<file path="config.mk">
export PLATFORM = sky130hd
export DESIGN_NAME = rotated_band_pixel_inverter_top_flat
export DESIGN_NICKNAME = d
export VERILOG_FILES = /design/src/rtl/core/rbpi_pkg.sv /design/src/rtl/core/rbpi_in_if.sv /design/src/rtl/core/rbpi_out_if.sv /design/src/rtl/core/rotated_band_pixel_inverter_top.sv /design/src/rtl/core/rbpi_proj.sv /design/src/rtl/core/rbpi_mod.sv /design/src/flat_wrapper.sv
export SDC_FILE = /design/constraint.sdc
export NUM_CORES = 2
export LEC_CHECK = 0
export ABC_AREA = 1
export BUFFER_PORTS_ARGS = -buffer_cell sky130_fd_sc_hd__buf_2
export CORE_ASPECT_RATIO = 1.5
export CORE_MARGIN = 1.5
export CORE_UTILIZATION = 55
export CTS_BUF_LIST = sky130_fd_sc_hd__clkbuf_16
export CTS_CLUSTER_DIAMETER = 100
export DETAILED_ROUTE_END_ITERATION = 10
export PLACE_DENSITY = 0.78
export SYNTH_ARGS = -nofsm -noshare
export SYNTH_HDL_FRONTEND = slang
export SYNTH_HIERARCHICAL = 1
export SYNTH_SLANG_ARGS = --single-unit
</file>
<file path="constraint.sdc">
create_clock -name clk_i -period 9.4 [get_ports clk_i]
set_input_delay 1.88 -clock clk_i [delete_from_list [all_inputs] [get_ports clk_i]]
set_output_delay 1.88 -clock clk_i [all_outputs]
set_load 0.02 [all_outputs]
</file>
<file path="src/rtl/core/rbpi_pkg.sv">
// Rotated band pixel inverter: shared widths, reset values, register indexes
// and the payload types that move between the pipeline modules.
// No dependencies.
package rbpi_pkg;

  localparam int unsigned MaxDim   = 4096;
  localparam int unsigned FracBits = 14;

  localparam int unsigned PixW     = $clog2(MaxDim);
  localparam int unsigned ChanW    = 8;
  localparam int unsigned NlW      = 6;
  localparam int unsigned LwW      = 8;
  localparam int unsigned SinW     = 15;
  localparam int unsigned CosW     = 16;
  localparam int unsigned FdimW    = 13;
  localparam int unsigned CfgDataW = 16;
  localparam int unsigned CfgIdxW  = 3;

  localparam int unsigned PerW  = LwW + 1;
  localparam int unsigned SpanW = NlW + PerW;
  localparam int unsigned OffW  = FdimW + 2;
  localparam int unsigned ProdW = OffW + CosW;
  localparam int unsigned ShBase =
      (ProdW + 1 > SpanW + FracBits + 1) ? ProdW + 1 : SpanW + FracBits + 1;
  localparam int unsigned ShW   = ShBase + 2;
  localparam int unsigned PosW  = SpanW;
  localparam int unsigned QW    = NlW;

  localparam logic [NlW-1:0]   NumLinesRst    = NlW'(10);
  localparam logic [LwW-1:0]   LineWidthRst   = LwW'(8);
  localparam logic [LwW-1:0]   GapWidthRst    = LwW'(8);
  localparam logic [SinW-1:0]  SinCoefRst     = SinW'(0);
  localparam logic [CosW-1:0]  CosCoefRst     = CosW'(16384);
  localparam logic [FdimW-1:0] FrameWidthRst  = FdimW'(640);
  localparam logic [FdimW-1:0] FrameHeightRst = FdimW'(480);

  typedef enum logic [CfgIdxW-1:0] {
    RegNumLines    = 3'd0,
    RegLineWidth   = 3'd1,
    RegGapWidth    = 3'd2,
    RegSinCoef     = 3'd3,
    RegCosCoef     = 3'd4,
    RegFrameWidth  = 3'd5,
    RegFrameHeight = 3'd6
  } reg_idx_e;

  typedef struct packed {
    logic [NlW-1:0]          num_lines;
    logic [LwW-1:0]          line_width;
    logic [LwW-1:0]          gap_width;
    logic [SinW-1:0]         sin_coef;
    logic signed [CosW-1:0]  cos_coef;
    logic [FdimW-1:0]        frame_width;
    logic [FdimW-1:0]        frame_height;
  } cfg_t;

  typedef struct packed {
    logic [ChanW-1:0] red;
    logic [ChanW-1:0] green;
    logic [ChanW-1:0] blue;
  } rgb_t;

  typedef struct packed {
    logic            valid;
    logic            region;
    logic [PosW-1:0] pos;
    rgb_t            rgb;
  } band_t;

endpackage

</file>
<file path="src/rtl/core/rbpi_in_if.sv">
// Input pixel channel: valid/ready handshake with coordinates and color.
// Depends on rbpi_pkg.
interface rbpi_in_if;
  logic                         valid;
  logic                         ready;
  logic [rbpi_pkg::PixW-1:0]    pixel_x;
  logic [rbpi_pkg::PixW-1:0]    pixel_y;
  logic [rbpi_pkg::ChanW-1:0]   red_in;
  logic [rbpi_pkg::ChanW-1:0]   green_in;
  logic [rbpi_pkg::ChanW-1:0]   blue_in;

  modport source (output valid, pixel_x, pixel_y, red_in, green_in, blue_in, input ready);
  modport sink   (input valid, pixel_x, pixel_y, red_in, green_in, blue_in, output ready);
endinterface

</file>
<file path="src/rtl/core/rbpi_out_if.sv">
// Output pixel channel: valid/ready handshake with color and band flag.
// Depends on rbpi_pkg.
interface rbpi_out_if;
  logic                         valid;
  logic                         ready;
  logic [rbpi_pkg::ChanW-1:0]   red_out;
  logic [rbpi_pkg::ChanW-1:0]   green_out;
  logic [rbpi_pkg::ChanW-1:0]   blue_out;
  logic                         in_band;

  modport source (output valid, red_out, green_out, blue_out, in_band, input ready);
  modport sink   (input valid, red_out, green_out, blue_out, in_band, output ready);
endinterface

</file>
<file path="src/rtl/core/rotated_band_pixel_inverter_top.sv">
// Rotated band pixel inverter top level: configuration registers, pipeline
// control and the output register. Depends on rbpi_pkg, rbpi_in_if,
// rbpi_out_if, rbpi_proj and rbpi_mod.
//
// Usage:
//   in_i carries one pixel per transfer (column, row, three color bytes);
//   out_o returns one pixel per input in the same order, with each channel
//   inverted and in_band set when the pixel falls on a band.
//   Registers are written through cfg_we_i/cfg_idx_i/cfg_data_i while no
//   pixel is in flight; unknown indexes are ignored.
//   The pipeline is 7 register stages from the input transfer to out_o.
//   Stages: three projection, three remainder (two quotient bits each, set
//   by the six-bit line count) and the output register.
//   Throughput is one pixel per cycle while no held result is stalled.
//   When out_o.ready is low while a result is held, every stage freezes and
//   in_i.ready drops; nothing is lost or repeated.
//   Reset clears all valid bits and loads the register defaults
//   (10 lines, width 8, gap 8, vertical axis, 640x480 frame).
module rotated_band_pixel_inverter_top (
  input  logic                           clk_i,
  input  logic                           rst_ni,
  input  logic                           cfg_we_i,
  input  logic [rbpi_pkg::CfgIdxW-1:0]   cfg_idx_i,
  input  logic [rbpi_pkg::CfgDataW-1:0]  cfg_data_i,
  rbpi_in_if.sink                        in_i,
  rbpi_out_if.source                     out_o
);

  rbpi_pkg::cfg_t    cfg_q;
  rbpi_pkg::rgb_t    rgb_in;
  rbpi_pkg::band_t   band_proj, band_rem;
  logic [rbpi_pkg::PerW-1:0] period;
  logic              en;
  logic              hit;
  logic              out_valid_q, in_band_q;
  rbpi_pkg::rgb_t    rgb_out_q;

  always_ff @(posedge clk_i or negedge rst_ni) begin
    if (!rst_ni) begin
      cfg_q.num_lines    <= rbpi_pkg::NumLinesRst;
      cfg_q.line_width   <= rbpi_pkg::LineWidthRst;
      cfg_q.gap_width    <= rbpi_pkg::GapWidthRst;
      cfg_q.sin_coef     <= rbpi_pkg::SinCoefRst;
      cfg_q.cos_coef     <= rbpi_pkg::CosCoefRst;
      cfg_q.frame_width  <= rbpi_pkg::FrameWidthRst;
      cfg_q.frame_height <= rbpi_pkg::FrameHeightRst;
    end else if (cfg_we_i) begin
      case (cfg_idx_i)
        rbpi_pkg::RegNumLines:    cfg_q.num_lines    <= cfg_data_i[rbpi_pkg::NlW-1:0];
        rbpi_pkg::RegLineWidth:   cfg_q.line_width   <= cfg_data_i[rbpi_pkg::LwW-1:0];
        rbpi_pkg::RegGapWidth:    cfg_q.gap_width    <= cfg_data_i[rbpi_pkg::LwW-1:0];
        rbpi_pkg::RegSinCoef:     cfg_q.sin_coef     <= cfg_data_i[rbpi_pkg::SinW-1:0];
        rbpi_pkg::RegCosCoef:     cfg_q.cos_coef     <= cfg_data_i[rbpi_pkg::CosW-1:0];
        rbpi_pkg::RegFrameWidth:  cfg_q.frame_width  <= cfg_data_i[rbpi_pkg::FdimW-1:0];
        rbpi_pkg::RegFrameHeight: cfg_q.frame_height <= cfg_data_i[rbpi_pkg::FdimW-1:0];
        default: ;
      endcase
    end
  end

  // whole pipeline advances unless a held result is stalled
  assign en         = !out_valid_q || out_o.ready;
  assign in_i.ready = en;

  assign rgb_in.red   = in_i.red_in;
  assign rgb_in.green = in_i.green_in;
  assign rgb_in.blue  = in_i.blue_in;

  assign period = rbpi_pkg::PerW'(cfg_q.line_width) + rbpi_pkg::PerW'(cfg_q.gap_width);

  rbpi_proj u_proj (
    .clk_i     (clk_i),
    .rst_ni    (rst_ni),
    .en_i      (en),
    .valid_i   (in_i.valid),
    .pixel_x_i (in_i.pixel_x),
    .pixel_y_i (in_i.pixel_y),
    .rgb_i     (rgb_in),
    .cfg_i     (cfg_q),
    .band_o    (band_proj)
  );

  rbpi_mod u_mod (
    .clk_i    (clk_i),
    .rst_ni   (rst_ni),
    .en_i     (en),
    .period_i (period),
    .band_i   (band_proj),
    .band_o   (band_rem)
  );

  assign hit = band_rem.region && (band_rem.pos < rbpi_pkg::PosW'(cfg_q.line_width));

  always_ff @(posedge clk_i or negedge rst_ni) begin
    if (!rst_ni) begin
      out_valid_q <= 1'b0;
    end else if (en) begin
      out_valid_q <= band_rem.valid;
    end
  end

  always_ff @(posedge clk_i) begin
    if (en) begin
      in_band_q <= hit;
      rgb_out_q <= hit ? ~band_rem.rgb : band_rem.rgb;
    end
  end

  assign out_o.valid     = out_valid_q;
  assign out_o.red_out   = rgb_out_q.red;
  assign out_o.green_out = rgb_out_q.green;
  assign out_o.blue_out  = rgb_out_q.blue;
  assign out_o.in_band   = in_band_q;

endmodule

</file>
<file path="src/rtl/core/rbpi_proj.sv">
// Projection pipeline: centre offsets, two coefficient products, then the
// span shift and band-region test. Three register stages. Depends on rbpi_pkg.
module rbpi_proj (
  input  logic                       clk_i,
  input  logic                       rst_ni,
  input  logic                       en_i,
  input  logic                       valid_i,
  input  logic [rbpi_pkg::PixW-1:0]  pixel_x_i,
  input  logic [rbpi_pkg::PixW-1:0]  pixel_y_i,
  input  rbpi_pkg::rgb_t             rgb_i,
  input  rbpi_pkg::cfg_t             cfg_i,
  output rbpi_pkg::band_t            band_o
);

  localparam int unsigned OffW  = rbpi_pkg::OffW;
  localparam int unsigned ProdW = rbpi_pkg::ProdW;
  localparam int unsigned SpanW = rbpi_pkg::SpanW;
  localparam int unsigned PerW  = rbpi_pkg::PerW;
  localparam int unsigned ShW   = rbpi_pkg::ShW;
  localparam int unsigned Frac  = rbpi_pkg::FracBits;

  // stage A: offsets at doubled scale, span
  logic signed [OffW-1:0]  dx2_d, dy2_d, dx2_q, dy2_q;
  logic [PerW-1:0]         period;
  logic [SpanW-1:0]        span_d, span_a_q, span_b_q;
  logic                    valid_a_q, valid_b_q;
  rbpi_pkg::rgb_t          rgb_a_q, rgb_b_q;

  // stage B: products
  logic signed [ProdW-1:0] prod_x_d, prod_y_d, prod_x_q, prod_y_q;

  // stage C: shift and range
  logic [ShW-1:0]          shifted;
  logic [ShW-1:0]          span_lo, span_hi;
  rbpi_pkg::band_t         band_d, band_q;

  assign period = PerW'(cfg_i.line_width) + PerW'(cfg_i.gap_width);
  assign span_d = SpanW'(cfg_i.num_lines) * SpanW'(period);
  assign dx2_d  = OffW'({pixel_x_i, 1'b0}) - OffW'(cfg_i.frame_width) + OffW'(1);
  assign dy2_d  = OffW'({pixel_y_i, 1'b0}) - OffW'(cfg_i.frame_height) + OffW'(1);

  always_ff @(posedge clk_i or negedge rst_ni) begin
    if (!rst_ni) begin
      valid_a_q <= 1'b0;
    end else if (en_i) begin
      valid_a_q <= valid_i;
    end
  end

  always_ff @(posedge clk_i) begin
    if (en_i) begin
      dx2_q    <= dx2_d;
      dy2_q    <= dy2_d;
      span_a_q <= span_d;
      rgb_a_q  <= rgb_i;
    end
  end

  assign prod_x_d = dx2_q * $signed({1'b0, cfg_i.sin_coef});
  assign prod_y_d = dy2_q * $signed(cfg_i.cos_coef);

  always_ff @(posedge clk_i or negedge rst_ni) begin
    if (!rst_ni) begin
      valid_b_q <= 1'b0;
    end else if (en_i) begin
      valid_b_q <= valid_a_q;
    end
  end

  always_ff @(posedge clk_i) begin
    if (en_i) begin
      prod_x_q <= prod_x_d;
      prod_y_q <= prod_y_d;
      span_b_q <= span_a_q;
      rgb_b_q  <= rgb_a_q;
    end
  end

  assign span_lo = ShW'({span_b_q, {Frac{1'b0}}});
  assign span_hi = ShW'({span_b_q, {(Frac + 1){1'b0}}});
  assign shifted = ShW'(prod_x_q) + ShW'(prod_y_q) + span_lo;

  always_comb begin
    band_d        = '0;
    band_d.valid  = valid_b_q;
    band_d.region = !shifted[ShW-1] && (shifted < span_hi);
    band_d.pos    = shifted[Frac+1 +: rbpi_pkg::PosW];
    band_d.rgb    = rgb_b_q;
  end

  always_ff @(posedge clk_i or negedge rst_ni) begin
    if (!rst_ni) begin
      band_q <= '0;
    end else if (en_i) begin
      band_q <= band_d;
    end
  end

  assign band_o = band_q;

endmodule

</file>
<file path="src/rtl/core/rbpi_mod.sv">
// Pipelined restoring remainder: position modulo period, two quotient bits
// per register stage. Depends on rbpi_pkg.
module rbpi_mod (
  input  logic                       clk_i,
  input  logic                       rst_ni,
  input  logic                       en_i,
  input  logic [rbpi_pkg::PerW-1:0]  period_i,
  input  rbpi_pkg::band_t            band_i,
  output rbpi_pkg::band_t            band_o
);

  localparam int unsigned QW           = rbpi_pkg::QW;
  localparam int unsigned RemW         = rbpi_pkg::PosW;
  localparam int unsigned BitsPerStage = 2;
  localparam int unsigned Stages       = (QW + BitsPerStage - 1) / BitsPerStage;

  rbpi_pkg::band_t stg_q [Stages];

  for (genvar s = 0; s < Stages; s++) begin : g_stage
    rbpi_pkg::band_t cur;
    rbpi_pkg::band_t nxt;
    logic [RemW-1:0] dvs;

    if (s == 0) begin : g_head
      assign cur = band_i;
    end else begin : g_tail
      assign cur = stg_q[s-1];
    end

    always_comb begin
      nxt = cur;
      dvs = '0;
      for (int j = 0; j < BitsPerStage; j++) begin
        if (s * BitsPerStage + j < QW) begin
          dvs = RemW'(period_i) << (QW - 1 - s * BitsPerStage - j);
          if (nxt.pos >= dvs) begin
            nxt.pos = nxt.pos - dvs;
          end
        end
      end
    end

    always_ff @(posedge clk_i or negedge rst_ni) begin
      if (!rst_ni) begin
        stg_q[s] <= '0;
      end else if (en_i) begin
        stg_q[s] <= nxt;
      end
    end
  end

  assign band_o = stg_q[Stages-1];

endmodule
</file>
<file path="src/flat_wrapper.sv">
// flat-port wrapper written by rule: the top's interface ports become plain ports
module rotated_band_pixel_inverter_top_flat 
  (clk_i, rst_ni, cfg_we_i, cfg_idx_i, cfg_data_i, in_i_valid, in_i_pixel_x, in_i_pixel_y, in_i_red_in, in_i_green_in, in_i_blue_in, in_i_ready, out_o_valid, out_o_red_out, out_o_green_out, out_o_blue_out, out_o_in_band, out_o_ready);
  rbpi_in_if in_i_i ();
  rbpi_out_if out_o_i ();
  input  logic clk_i;
  input  logic rst_ni;
  input  logic cfg_we_i;
  input  logic [rbpi_pkg::CfgIdxW-1:0] cfg_idx_i;
  input  logic [rbpi_pkg::CfgDataW-1:0] cfg_data_i;
  input wire logic [$bits(in_i_i.valid)-1:0] in_i_valid;
  input wire logic [$bits(in_i_i.pixel_x)-1:0] in_i_pixel_x;
  input wire logic [$bits(in_i_i.pixel_y)-1:0] in_i_pixel_y;
  input wire logic [$bits(in_i_i.red_in)-1:0] in_i_red_in;
  input wire logic [$bits(in_i_i.green_in)-1:0] in_i_green_in;
  input wire logic [$bits(in_i_i.blue_in)-1:0] in_i_blue_in;
  output wire logic [$bits(in_i_i.ready)-1:0] in_i_ready;
  output wire logic [$bits(out_o_i.valid)-1:0] out_o_valid;
  output wire logic [$bits(out_o_i.red_out)-1:0] out_o_red_out;
  output wire logic [$bits(out_o_i.green_out)-1:0] out_o_green_out;
  output wire logic [$bits(out_o_i.blue_out)-1:0] out_o_blue_out;
  output wire logic [$bits(out_o_i.in_band)-1:0] out_o_in_band;
  input wire logic [$bits(out_o_i.ready)-1:0] out_o_ready;
  assign in_i_i.valid = in_i_valid;
  assign in_i_i.pixel_x = in_i_pixel_x;
  assign in_i_i.pixel_y = in_i_pixel_y;
  assign in_i_i.red_in = in_i_red_in;
  assign in_i_i.green_in = in_i_green_in;
  assign in_i_i.blue_in = in_i_blue_in;
  assign in_i_ready = in_i_i.ready;
  assign out_o_valid = out_o_i.valid;
  assign out_o_red_out = out_o_i.red_out;
  assign out_o_green_out = out_o_i.green_out;
  assign out_o_blue_out = out_o_i.blue_out;
  assign out_o_in_band = out_o_i.in_band;
  assign out_o_i.ready = out_o_ready;
  rotated_band_pixel_inverter_top u_core (.clk_i(clk_i), .rst_ni(rst_ni), .cfg_we_i(cfg_we_i), .cfg_idx_i(cfg_idx_i), .cfg_data_i(cfg_data_i), .in_i(in_i_i), .out_o(out_o_i));
endmodule
</file>
==> metrics <==
Total Routing Usage GR 0.2718; first-pass GRT wire length roughly 170000 um; cells along the critical path nand2_1, fa_1, inv_1, fa_1, inv_1, fa_1, inv_1, fa_1, fa_1, inv_1, fa_1, inv_1, ha_1, nand4_1, nor3_1, nand4_1, nand3_1, a21o_1, nand2_1, nand3_1, nand2_1; Final Setup Violations 0; Post-synth EDFFs around 200; crit path max-delay cell type dfrtp_1; Worst-Margin Slew between 1 and 1.5 ns; cts repair resizes 0; wire per inst 16.82 um; depth of the CTS H-tree 2; post-route minimum period around 6.5 ns; CP Depth 21; Root Driver clkbuf_16; commonest cells after routing, fill and taps aside nand2_1 (1500), inv_1 (1114), fa_1 (457), ha_1 (381), dfrtp_1 (235); clock skew around 0.047 ns; post-synthesis sequential area ratio 0.2750; Buf/Inv on CP 5; max frequency around 150 MHz; multiplexer area fraction after synthesis 0.0002576; FFs w/ async S/R, synth 0.5578; critical path type register to register; Period Utilization, post-route 0.6877; Post-synth top flop dfrtp_1; filler instances approximately 6800; Compound-Gate Fraction of Synth Area 0.06104; Detailed Route Iter0 Violations between 2000 and 2500; worst min path class register to register; post-CTS setup buffers 0; initial core utilization 0.5558; Pre-Repair DR Iteration Count 9; R2R depth 21; Slew HR 0.2814; Final #Nets just over 6000; Final TNS setup 0 ns; Vert. Die Dim approximately 350 um; final WL between 100000 and 150000 um; grt total ovfl 0; status completed; WL met1 about 39000 um; largest net degree at the start of global routing about 150; CP required ~9.8 ns; xor-xnor portion of the synthesized cell area 0.03325; adder-cell share of the synthesized area 0.3183; syn nets 6211; Hold-fix buffers, CTS 0; main combinational cell family by area after synthesis adder cells; area of the die 0.08123 sq mm; clock-pin slew of the registers on the worst-case setup and hold paths 0.07 ns; average cell area after synthesis around 8.2 sq um; Crit Path Max Fanout 16; layout cell share with drive strength beyond 1 0.05905; Max Used Layer met5; CP startpoint kind register; crit-path max cell delay between 0.8 and 0.9 ns; met3 wire len 5090 um; # rows roughly 130; synth unique cells 60; vias in the first global route approximately 35000; hpwl dp about 84000 um; RSZ-0062 raised after global routing false; Yosys reg bits ~440; ant diodes 0; Cell Area, Synth between 0.04 and 0.05 sq mm; commonest non-fill, non-tap cell in the layout nand2_1; Mapped Cells 5301; fin. max-slew vios 0; antenna-violating nets left 0; Syn-to-layout area delta 6.379%; Vias roughly 34000; # DRC 0; clk sinks about 440; clk_lat worst skew roughly 0.63 ns; Simple-Gate Fraction of Synth Area 0.2029; initial antenna violation count 1; Largest delay share family, worst path adder cells; Max Cap Violations 0; Clock Path Buffers 3; crit path DAT between 6 and 7 ns; Inserted Clock Buffers between 40 and 50; hold path cells 0; RePlAce Congestion 0.9996; I/O pins between 90 and 100; TritonCTS clock tree built; synth warn 6; number of port buffers a little under 100; core region area 0.07867 sq mm; Detail Route met2 WL 56150 um; most used cell, CP fa_1; Die Wd roughly 230 um; Critical Path End Type register; vias per cell between 5 and 6; final hold vios 0
## synthesized netlist by cell type, types with 7 or more instances
master | count | area [sq um]
nand2_1 | 1501 | 5634
inv_1 | 1103 | 4140
fa_1 | 457 | 9149
ha_1 | 381 | 4767
dfrtp_1 | 235 | 5881
o21ai_0 | 233 | 1166
nor2_1 | 197 | 739.5
edfxtp_1 | 195 | 5856
nand3_1 | 194 | 970.9
a21oi_1 | 168 | 840.8
clkbuf_1 | 128 | 480.5
xor2_1 | 103 | 902.1
nand4_1 | 54 | 337.8
xnor2_1 | 53 | 464.2
nor3_1 | 29 | 145.1
or2_2 | 29 | 181.4
nand2_2 | 23 | 143.9
a31oi_1 | 16 | 100.1
o21bai_1 | 16 | 120.1
nor2_2 | 15 | 93.84
o21ai_1 | 14 | 70.07
inv_2 | 13 | 48.80
nand3b_1 | 13 | 97.59
a21o_1 | 12 | 90.09
dfstp_2 | 11 | 289.0
nand3_2 | 11 | 110.1
o21a_1 | 8 | 60.06
and2_1 | 7 | 43.79
## flip-flops by register name (all words and copies together), names as in the netlist, 24 cells and up
signal / flops
u_core/cfg_q: 79
u_core/u_mod/band_o: 41
u_core/u_mod/g_stage.cur: 82
u_core/u_proj/band_d: 24
u_core/u_proj/band_o: 41
u_core/u_proj/prod_x_q: 31
u_core/u_proj/prod_y_q: 31
u_core/u_proj/rgb_a_q: 24
## kinds of logic (layout without fill, tap and decap cells)
logic type	count (synthesis)	in the layout
flip-flops	441	441
adder cells (fa/ha/maj)	838	838
AO/OA/AOI/OAI	494	494
XOR/XNOR	160	160
AND/OR/NAND/NOR	2106	2106
buffers and inverters	1261	1311
multiplexers	1	1
## final timing paths
kind / slack [ns] / end / startpoint
worst max-delay path: 2.94 / u_core/u_proj/prod_x_q[27] / u_core/cfg_q[49]
worst min-delay path: 0.42 / u_core/u_proj/band_d[11] / u_core/u_proj/rgb_a_q[11]
worst max register to register: 2.94 / u_core/u_proj/prod_x_q[27] / u_core/cfg_q[49]
worst min register to register: 0.42 / u_core/u_proj/band_d[11] / u_core/u_proj/rgb_a_q[11]
max in group asynchronous: 6.81 / u_core/u_proj/band_o[9] / rst_ni
min in group asynchronous: 1.27 / u_core/u_mod/g_stage[2].cur[35] / rst_ni
## per-stage QoR
stage | hold slack [ns] | cell area (sq um) | util | setup slack (ns) | cells
3_5_place_dp | 0.4057 | 45000 | 0.5721 | 3.039 | 6287
2_1_floorplan | 0.4003 | 43720 | - | 1.341 | 5301
4_1_cts | 0.4198 | 46510 | 0.5912 | 2.989 | 6375
3_3_place_gp | 0.4017 | 45000 | 0.5721 | 3.136 | 6287
6_report | 0.4196 | 46510 | 0.5912 | 2.936 | 6375
5_1_grt | 0.4280 | 46510 | 0.5912 | 2.637 | 6375
## routing by layer
| metal | global-route usage | vias up |
|---|---|---|
| met4 | 0.1547 | 2 |
| met5 | 0 | - |
| li1 | - | 16320 |
| met3 | 0.03930 | 335 |
| met2 | 0.5010 | 1025 |
| met1 | 0.2933 | 16330 |
## final cells by class
type                       count  area [sq um]  area share
multi-input combinational   3599         26930      0.5790
timing repair buffer         106         573.1     0.01232
sequential                   441         12030      0.2585
clock buffer                  48          1201     0.02583
inverter                    1117          4194     0.09017
clock inverter                40         306.5    0.006591
tap                         1024          1281     0.02755
Power is not shown: default switching activity piles up to over one toggle a cycle in this logic, so the estimate is an artifact.
